`src/sv/psmd_pkg.sv`:
```
// Package for the power status median debounce unit.
// Sizes, reset values, register indexes and the insertion control struct.
// No dependencies.
package psmd_pkg;

    localparam int SAMPLE_W      = 12;
    localparam int ROUND_SAMPLES = 20;
    localparam int RANK_INDEX    = 10;
    localparam int WINDOW_DEPTH  = 70;

    localparam int RANK_SEL = (RANK_INDEX >= ROUND_SAMPLES) ? ROUND_SAMPLES - 1 : RANK_INDEX;
    localparam int CNT_W    = (ROUND_SAMPLES > 1) ? $clog2(ROUND_SAMPLES) : 1;
    localparam int RUN_W    = $clog2(WINDOW_DEPTH + 1);

    localparam logic [SAMPLE_W-1:0] MAIN_THR_RST = SAMPLE_W'(2854);
    localparam logic [SAMPLE_W-1:0] BAT_THR_RST  = SAMPLE_W'(2730);

    typedef enum logic {
        CFG_MAIN_THR = 1'b0,
        CFG_BAT_THR  = 1'b1
    } t_cfg_idx;

    typedef struct packed {
        logic insert;   // an item is taken this cycle
        logic fresh;    // first item of a round, older contents are discarded
    } t_ins_ctl;

endpackage

```
`src/sv/psmd_sort_cell.sv`:
```
// One cell of the insertion sort chain: holds one sample of the round.
// Depends on psmd_pkg.
module psmd_sort_cell (
    input  logic                          i_clk,
    input  logic                          i_rst_n,
    input  psmd_pkg::t_ins_ctl            i_ctl,
    input  logic [psmd_pkg::SAMPLE_W-1:0] i_sample,
    input  logic                          i_left_gt,
    input  logic [psmd_pkg::SAMPLE_W-1:0] i_left_val,
    input  logic                          i_left_valid,
    output logic                          o_gt,
    output logic [psmd_pkg::SAMPLE_W-1:0] o_val,
    output logic                          o_valid
);

    logic [psmd_pkg::SAMPLE_W-1:0] r_val;
    logic [psmd_pkg::SAMPLE_W-1:0] n_val;
    logic                          r_valid;

    // empty or discarded cells count as larger than anything
    assign o_gt    = i_ctl.fresh || !r_valid || (r_val > i_sample);
    assign o_val   = r_val;
    assign o_valid = r_valid;

    always_comb begin
        n_val = r_val;
        if (o_gt) begin
            n_val = i_left_gt ? i_left_val : i_sample;
        end
    end

    always_ff @(posedge i_clk) begin
        if (!i_rst_n) begin
            r_valid <= 1'b0;
        end else if (i_ctl.insert) begin
            r_valid <= i_left_valid;
        end
    end

    always_ff @(posedge i_clk) begin
        if (i_ctl.insert) begin
            r_val <= n_val;
        end
    end

endmodule

```
`src/sv/psmd_rank_chain.sv`:
```
// Row of sort cells for one channel; gives the ranked sample of the round.
// Depends on psmd_pkg and psmd_sort_cell.
module psmd_rank_chain (
    input  logic                          i_clk,
    input  logic                          i_rst_n,
    input  psmd_pkg::t_ins_ctl            i_ctl,
    input  logic [psmd_pkg::SAMPLE_W-1:0] i_sample,
    output logic [psmd_pkg::SAMPLE_W-1:0] o_rank,
    output logic                          o_full
);

    localparam int N = psmd_pkg::ROUND_SAMPLES;

    logic [N-1:0]                          w_gt;
    logic [N-1:0]                          w_valid;
    logic [N-1:0]                          w_left_valid;
    logic [N-1:0][psmd_pkg::SAMPLE_W-1:0]  w_val;

    for (genvar g = 0; g < N; g++) begin : g_cell
        if (g == 0) begin : g_head
            assign w_left_valid[g] = 1'b1;
            psmd_sort_cell u_cell (
                .i_clk        (i_clk),
                .i_rst_n      (i_rst_n),
                .i_ctl        (i_ctl),
                .i_sample     (i_sample),
                .i_left_gt    (1'b0),
                .i_left_val   (i_sample),
                .i_left_valid (w_left_valid[g]),
                .o_gt         (w_gt[g]),
                .o_val        (w_val[g]),
                .o_valid      (w_valid[g])
            );
        end else begin : g_body
            assign w_left_valid[g] = !i_ctl.fresh && w_valid[g-1];
            psmd_sort_cell u_cell (
                .i_clk        (i_clk),
                .i_rst_n      (i_rst_n),
                .i_ctl        (i_ctl),
                .i_sample     (i_sample),
                .i_left_gt    (w_gt[g-1]),
                .i_left_val   (w_val[g-1]),
                .i_left_valid (w_left_valid[g]),
                .o_gt         (w_gt[g]),
                .o_val        (w_val[g]),
                .o_valid      (w_valid[g])
            );
        end
    end

    assign o_rank = w_val[psmd_pkg::RANK_SEL];
    assign o_full = &w_valid;

endmodule

```
`src/sv/psmd_debounce.sv`:
```
// Window debounce of one flag: run length of equal flags, saturating at the depth.
// Depends on psmd_pkg.
module psmd_debounce (
    input  logic i_clk,
    input  logic i_rst_n,
    input  logic i_en,
    input  logic i_raw,
    output logic o_state
);

    localparam logic [psmd_pkg::RUN_W-1:0] RUN_FULL = psmd_pkg::RUN_W'(psmd_pkg::WINDOW_DEPTH);

    logic                       r_last;
    logic [psmd_pkg::RUN_W-1:0] r_run;
    logic [psmd_pkg::RUN_W-1:0] n_run;
    logic                       r_state;

    always_comb begin
        if (i_raw != r_last) begin
            n_run = psmd_pkg::RUN_W'(1);
        end else if (r_run == RUN_FULL) begin
            n_run = r_run;
        end else begin
            n_run = r_run + psmd_pkg::RUN_W'(1);
        end
    end

    // reset window is all zeros, so a run of zeros is already full
    always_ff @(posedge i_clk) begin
        if (!i_rst_n) begin
            r_last  <= 1'b0;
            r_run   <= RUN_FULL;
            r_state <= 1'b0;
        end else if (i_en) begin
            r_last <= i_raw;
            r_run  <= n_run;
            if (n_run == RUN_FULL) begin
                r_state <= i_raw;
            end
        end
    end

    assign o_state = r_state;

endmodule

```
`src/sv/power_status_median_debounce_unit.sv`:
```
// Top level of the power status median debounce unit.
// Depends on psmd_pkg, psmd_rank_chain and psmd_debounce.
//
// Input channel (i_in_valid / o_in_stall): each item carries a mains
// sample, a battery sample and the charger switch level. Each item is sorted
// into a row of 20 cells per channel as it arrives. After the 20th item of a
// round r_eval is set; once the output register is free or not stalled, the
// ranked samples are compared with the thresholds, the debounce run counters
// are updated and one result is loaded into the output register r_out_valid,
// which drives o_out_valid. Throughput is one item per cycle while o_in_stall
// is low, one result per round.
// Output channel (o_out_valid / i_out_stall): a result holds while stalled.
// Items of the next round are still taken; once that round is complete, all
// further items stall until the pending result has been taken.
// Config channel (i_cfg_valid / o_cfg_ready): index 0 mains threshold,
// index 1 battery threshold; always ready.
// Reset: thresholds to their defaults, round counter to zero, debounce windows
// to all zeros with both debounced states clear, no result pending.
module power_status_median_debounce_unit (
    input  logic                          i_clk,
    input  logic                          i_rst_n,
    input  logic                          i_in_valid,
    output logic                          o_in_stall,
    input  logic [psmd_pkg::SAMPLE_W-1:0] i_main_sample,
    input  logic [psmd_pkg::SAMPLE_W-1:0] i_battery_sample,
    input  logic                          i_charger_switch,
    output logic                          o_out_valid,
    input  logic                          i_out_stall,
    output logic                          o_main_fail,
    output logic                          o_battery_fail,
    output logic                          o_main_raw_fail,
    output logic                          o_battery_raw_fail,
    input  logic                          i_cfg_valid,
    output logic                          o_cfg_ready,
    input  psmd_pkg::t_cfg_idx            i_cfg_index,
    input  logic [psmd_pkg::SAMPLE_W-1:0] i_cfg_data
);

    localparam logic [psmd_pkg::CNT_W-1:0] CNT_LAST = psmd_pkg::CNT_W'(psmd_pkg::ROUND_SAMPLES - 1);

    logic [psmd_pkg::SAMPLE_W-1:0] r_main_thr;
    logic [psmd_pkg::SAMPLE_W-1:0] r_bat_thr;
    logic [psmd_pkg::CNT_W-1:0]    r_cnt;
    logic                          r_eval;
    logic                          r_sw;
    logic                          r_out_valid;
    logic                          r_main_raw;
    logic                          r_bat_raw;

    psmd_pkg::t_ins_ctl            w_ctl;
    logic                          w_in_acc;
    logic                          w_last;
    logic                          w_eval_go;
    logic                          w_main_raw;
    logic                          w_bat_raw;
    logic [psmd_pkg::SAMPLE_W-1:0] w_main_rank;
    logic [psmd_pkg::SAMPLE_W-1:0] w_bat_rank;
    logic                          w_main_full;
    logic                          w_bat_full;

    assign o_cfg_ready = 1'b1;

    always_ff @(posedge i_clk) begin
        if (!i_rst_n) begin
            r_main_thr <= psmd_pkg::MAIN_THR_RST;
            r_bat_thr  <= psmd_pkg::BAT_THR_RST;
        end else if (i_cfg_valid) begin
            unique case (i_cfg_index)
                psmd_pkg::CFG_MAIN_THR: r_main_thr <= i_cfg_data;
                psmd_pkg::CFG_BAT_THR:  r_bat_thr  <= i_cfg_data;
                default: ;
            endcase
        end
    end

    assign w_eval_go  = r_eval && (!r_out_valid || !i_out_stall);
    assign w_last     = (r_cnt == CNT_LAST);
    assign o_in_stall = r_eval && !w_eval_go;
    assign w_in_acc   = i_in_valid && !o_in_stall;

    assign w_ctl.insert = w_in_acc;
    assign w_ctl.fresh  = (r_cnt == '0);

    always_ff @(posedge i_clk) begin
        if (!i_rst_n) begin
            r_cnt  <= '0;
            r_eval <= 1'b0;
        end else begin
            if (w_in_acc) begin
                r_cnt <= w_last ? '0 : r_cnt + psmd_pkg::CNT_W'(1);
            end
            if (w_in_acc && w_last) begin
                r_eval <= 1'b1;
            end else if (w_eval_go) begin
                r_eval <= 1'b0;
            end
        end
    end

    always_ff @(posedge i_clk) begin
        if (w_in_acc && w_last) begin
            r_sw <= i_charger_switch;
        end
    end

    psmd_rank_chain u_main_chain (
        .i_clk    (i_clk),
        .i_rst_n  (i_rst_n),
        .i_ctl    (w_ctl),
        .i_sample (i_main_sample),
        .o_rank   (w_main_rank),
        .o_full   (w_main_full)
    );

    psmd_rank_chain u_bat_chain (
        .i_clk    (i_clk),
        .i_rst_n  (i_rst_n),
        .i_ctl    (w_ctl),
        .i_sample (i_battery_sample),
        .o_rank   (w_bat_rank),
        .o_full   (w_bat_full)
    );

    assign w_main_raw = (w_main_rank <= r_main_thr);
    assign w_bat_raw  = !(!r_sw && (w_bat_rank > r_bat_thr));

    psmd_debounce u_main_deb (
        .i_clk   (i_clk),
        .i_rst_n (i_rst_n),
        .i_en    (w_eval_go),
        .i_raw   (w_main_raw),
        .o_state (o_main_fail)
    );

    psmd_debounce u_bat_deb (
        .i_clk   (i_clk),
        .i_rst_n (i_rst_n),
        .i_en    (w_eval_go),
        .i_raw   (w_bat_raw),
        .o_state (o_battery_fail)
    );

    always_ff @(posedge i_clk) begin
        if (!i_rst_n) begin
            r_out_valid <= 1'b0;
        end else if (w_eval_go) begin
            r_out_valid <= 1'b1;
        end else if (!i_out_stall) begin
            r_out_valid <= 1'b0;
        end
    end

    always_ff @(posedge i_clk) begin
        if (w_eval_go) begin
            r_main_raw <= w_main_raw;
            r_bat_raw  <= w_bat_raw;
        end
    end

    assign o_out_valid        = r_out_valid;
    assign o_main_raw_fail    = r_main_raw;
    assign o_battery_raw_fail = r_bat_raw;

`ifndef SYNTHESIS
    a_eval_after_round: assert property (@(posedge i_clk) disable iff (!i_rst_n)
        (w_in_acc && w_last) |=> r_eval)
        else $error("round end not followed by evaluation");

    a_chain_full: assert property (@(posedge i_clk) disable iff (!i_rst_n)
        r_eval |-> (w_main_full && w_bat_full))
        else $error("evaluation with a partly filled sort chain");

    a_result_source: assert property (@(posedge i_clk) disable iff (!i_rst_n)
        $rose(o_out_valid) |-> $past(w_eval_go))
        else $error("result raised without an evaluation");

    a_state_hold: assert property (@(posedge i_clk) disable iff (!i_rst_n)
        (!w_eval_go && $past(i_rst_n)) |=> ($stable(o_main_fail) && $stable(o_battery_fail)))
        else $error("debounced state changed outside an evaluation");
`endif

endmodule

```
`config.mk`:
```
export PLATFORM = sky130hd
export DESIGN_NAME = power_status_median_debounce_unit
export DESIGN_NICKNAME = d
export VERILOG_FILES = /design/src/sv/psmd_pkg.sv /design/src/sv/psmd_sort_cell.sv /design/src/sv/psmd_rank_chain.sv /design/src/sv/psmd_debounce.sv /design/src/sv/power_status_median_debounce_unit.sv
export SDC_FILE = /design/constraint.sdc
export NUM_CORES = 1
export LEC_CHECK = 0
export BUFFER_PORTS_ARGS = -buffer_cell sky130_fd_sc_hd__buf_2
export CAP_MARGIN = 30
export CORE_UTILIZATION = 40
export DETAILED_ROUTE_END_ITERATION = 16
export PLACE_DENSITY = 0.65
export REMOVE_ABC_BUFFERS = 1
export SYNTH_ARGS = -nofsm -noshare
export SYNTH_HDL_FRONTEND = slang
export SYNTH_SLANG_ARGS = --single-unit
```
`constraint.sdc`:
```
create_clock -name i_clk -period 3.35 [get_ports i_clk]
set_input_delay 0.335 -clock i_clk [delete_from_list [all_inputs] [get_ports i_clk]]
set_output_delay 0.335 -clock i_clk [all_outputs]
set_load 0.01 [all_outputs]
```
==> results.py <==
metrics = {
    "cts": {
        "h-tree-depth": 2,
        "cts-root-buf": "clkbuf_16",
        "cts_tree": "yes",
        "clockBufferDepth": 3,
        "clkLatencyLatePin_ps": 560,
        "path_clk_slew_ps": 60,
        "cts_buffers": 38,
        "clock-sinks": 327,
    },
    "worst_hold_path": {
        "hold_path_class": "in -> reg",
        "min_path_cells": 3,
    },
    "power_and_ir_drop": {
        "seqPwrFrac_pct": 47.3,
        "switching_share_pct": 25.7,
        "internal_power_mw": 7.52,
        "combPwrFrac_pct": 13.7,
        "power_density_mw_per_mm2": 442,
        "ir_drop_uv": 276,
        "net-switching-power_mw": 2.60,
        "p_leak_nw": 9.58,
        "clock_power_share_pct": 39.0,
        "fin_total_pwr_mw": 10.1,
    },
    "placement": {
        "gp_congestion": 0.827,
        "portBuffers": 48,
        "dp_hpwl_um": 34800,
    },
    "setup_path": {
        "crit_end": "u_main_chain.g_cell[9].g_body.u_cell.o_val[11]",
        "cp.required_ps": 3660,
        "rr_worst_depth": 8,
        "rr_endpoint": "u_main_chain.g_cell[9].g_body.u_cell.o_val[11]",
        "cp_max_fo": 7,
        "end_kind": "flip-flop",
        "cp.arrival_ps": 3060,
        "r2r_slack_ps": 600,
        "crit_path_start_kind": "flip-flop",
        "worstSetupPathType": "reg -> reg",
        "crit_start": "u_main_chain.g_cell[8].g_body.u_cell.o_val[6]",
        "rr_startpoint": "u_main_chain.g_cell[8].g_body.u_cell.o_val[6]",
    },
    "synth": {
        "async_reset_ff_share_pct": 0,
        "ys_ff_latch": 327,
        "synthFlopType": "edfxtp_1",
        "seq_area_frac_synth_pct": 45.4,
        "synth_edf_count": 267,
        "syn_area_mm2": 0.0203,
        "netlist_instances": 1681,
        "yosysWarnings": 0,
        "synth_cell_types": 61,
        "postSynthAreaPerCell_um2": 12.1,
    },
    "global_routing": {
        "grt_pass1_wl_um": 74300,
        "grtUsageTotal_pct": 18.6,
        "grt_max_degree": 30,
        "first_global_vias": 14041,
        "grt_overflow": 0,
        "antenna_found_initial": 1,
    },
    "sta": {
        "finalHoldViolCount": 0,
        "setup-tns-final_ps": 0,
        "slew_headroom_pct": 34.7,
        "min_period_over_period_pct": 82.0,
        "fin_crit_ps": 2750,
        "worst_pin_slew_ps": 976,
        "rsz0062_at_grt": "no",
        "finalMaxSlewViolations": 0,
        "setup_viol": 0,
        "skew_ps": 19.0,
        "fmax_mhz": 364,
    },
    "cells_and_area": {
        "synthToLayoutAreaGrowth_pct": 12.8,
        "final_cell_mix": "294 x ha_1, 267 x edfxtp_1, 223 x mux2_2",
        "drive_above_1_share_pct": 24.5,
        "nets": 2115,
        "diodes": 0,
        "final_common_cell": "ha_1",
    },
    "route": {
        "drt-initial-drc-count": 722,
        "wirelength_um": 47400,
        "ant_nets": 0,
        "via_per_inst": 5.52,
        "num_vias": 13687,
        "drt-wirelength-per-cell_um": 19.1,
        "dr.pass1.iters": 4,
        "drc": 0,
    },
    "floorplanning": {
        "dieArea_mm2": 0.0516,
        "dieWidth_um": 227,
        "rows": 82,
        "start_util_pct": 40.5,
        "core_mm2": 0.0501,
        "io_pins": 50,
        "die_h_um": 227,
    },
    "run": {
        "drv_cap": 0,
    },
    "run_status": {
        "status": "complete, no violations",
    },
}
[how the worst min path moves through the flow]
stage,start,end,slack (ps)
floorplan,i_rst_n,u_main_deb.r_run[6],410
global placement,u_main_chain.g_cell[8].g_body.u_cell.o_valid,u_main_chain.g_cell[8].g_body.u_cell.o_valid,440
detailed placement,u_main_chain.g_cell[3].g_body.u_cell.o_valid,u_main_chain.g_cell[3].g_body.u_cell.o_valid,450
CTS,i_cfg_data[3],r_main_thr[3],10
global route,i_cfg_data[3],r_main_thr[3],20
finish,i_cfg_data[1],r_main_thr[1],40
[layer usage]
metal | track usage (%) | up-vias | part of all wire, %
li1 | - | 6616 | -
met1 | 22.6 | 6756 | 44
met2 | 33.2 | 235 | 49
met3 | 2.71 | 80 | 3.6
met4 | 6.52 | 0 | 2.7
met5 | 0 | - | 0
[cell families (layout without fill, tap and decap cells)]
| group | after synthesis | in the layout | share of synthesized area (%) |
|---|---|---|---|
| other | 1 | 1 | 0.0185 |
| adders and majority gates | 294 | 294 | 18.1 |
| AOI/OAI and AO/OA | 333 | 333 | 10.8 |
| and+or+nand+nor | 321 | 321 | 8.25 |
| muxes | 241 | 241 | 13.7 |
| buffers and inverters | 153 | 279 | 3.09 |
| DFF | 327 | 327 | 45.4 |
| xor gates and xnor gates | 11 | 11 | 0.567 |
[through the flow]
step / hold slack (ps) / instances / setup WS, ps / util [%] / instance area, um^2
after floorplan: 409 / 1613 / 355 / - / 20000
after global placement: 441 / 2404 / 145 / 43.3 / 21700
after detailed placement: 447 / 2406 / 103 / 43.3 / 21700
after CTS: 10.7 / 2476 / 633 / 45.7 / 22900
after global routing: 21.6 / 2479 / 445 / 45.7 / 22900
final: 42.4 / 2479 / 602 / 45.7 / 22900
[registers in the layout, summed over array words and instances, names as in the netlist, 5 cells and up]
signal	flops
u_bat_chain.g_cell.g_head.u_cell.o_val	12
r_bat_thr	12
r_main_thr	12
u_main_chain.g_cell.g_head.u_cell.o_val	12
u_main_deb.r_run	7
u_bat_deb.r_run	7
u_main_chain.g_cell.g_body.u_cell.o_valid	10
u_bat_chain.g_cell.g_body.u_cell.o_val	120
u_main_chain.g_cell.g_body.u_cell.o_val	120
r_cnt	5
[synth_stat cells (all sizes together), types with 9 or more instances]
master / instances / area, um^2
mux2: 241 / 2780
o211ai: 27 / 203
nand3: 39 / 195
a21o: 84 / 631
ha: 294 / 3680
nor2b: 28 / 175
nor3: 14 / 70.1
a21oi: 114 / 589
nor2: 45 / 169
o21a: 23 / 173
and2: 9 / 56.3
nand4: 56 / 350
and4: 14 / 123
inv: 85 / 319
edfxtp: 267 / 8020
nand2b: 11 / 68.8
o21ai: 42 / 210
clkbuf: 37 / 139
dfxtp: 60 / 1200
buf: 31 / 170
nand2: 86 / 325
[critical path, cell delays in order (launching register included)]
cell	delay [ps]
edfxtp_1	420
ha_1	320
and3_1	210
a221o_1	370
a221oi_2	300
o21ai_1	120
a21oi_2	220
buf_4	220
mux2_2	350
[power groups by stage]
| stage | clock, mW | sequential [mW] | combinational [mW] |
|---|---|---|---|
| after floorplan | 0 | 4.82 | 0.917 |
| after global placement | 0 | 4.87 | 1.31 |
| after detailed placement | 0 | 4.88 | 1.38 |
| after CTS | 4.05 | 4.79 | 1.39 |
| after global routing | 4.19 | 4.81 | 1.56 |
| final | 3.95 | 4.79 | 1.39 |
[timing repair]
action / in CTS / in global routing
resized for setup: 0 / 0
setup buffers: 0 / 0
endpoints found under the hold margin: 1 / 0
hold buffers: 1 / 0
setup endpoints to repair: 0 / 0
[area by class of cell]
type                            instances  area, um^2
Fill cell                            4556       27200
Multi-Input combinational cell       1201       10500
Sequential cell                       327        9220
Clock buffer                           48        1060
Timing Repair Buffer                  125         887
Tap cell                              672         841
Inverter                               85         319
Clock inverter                         21         110
(Power assumes the default switching activity.)
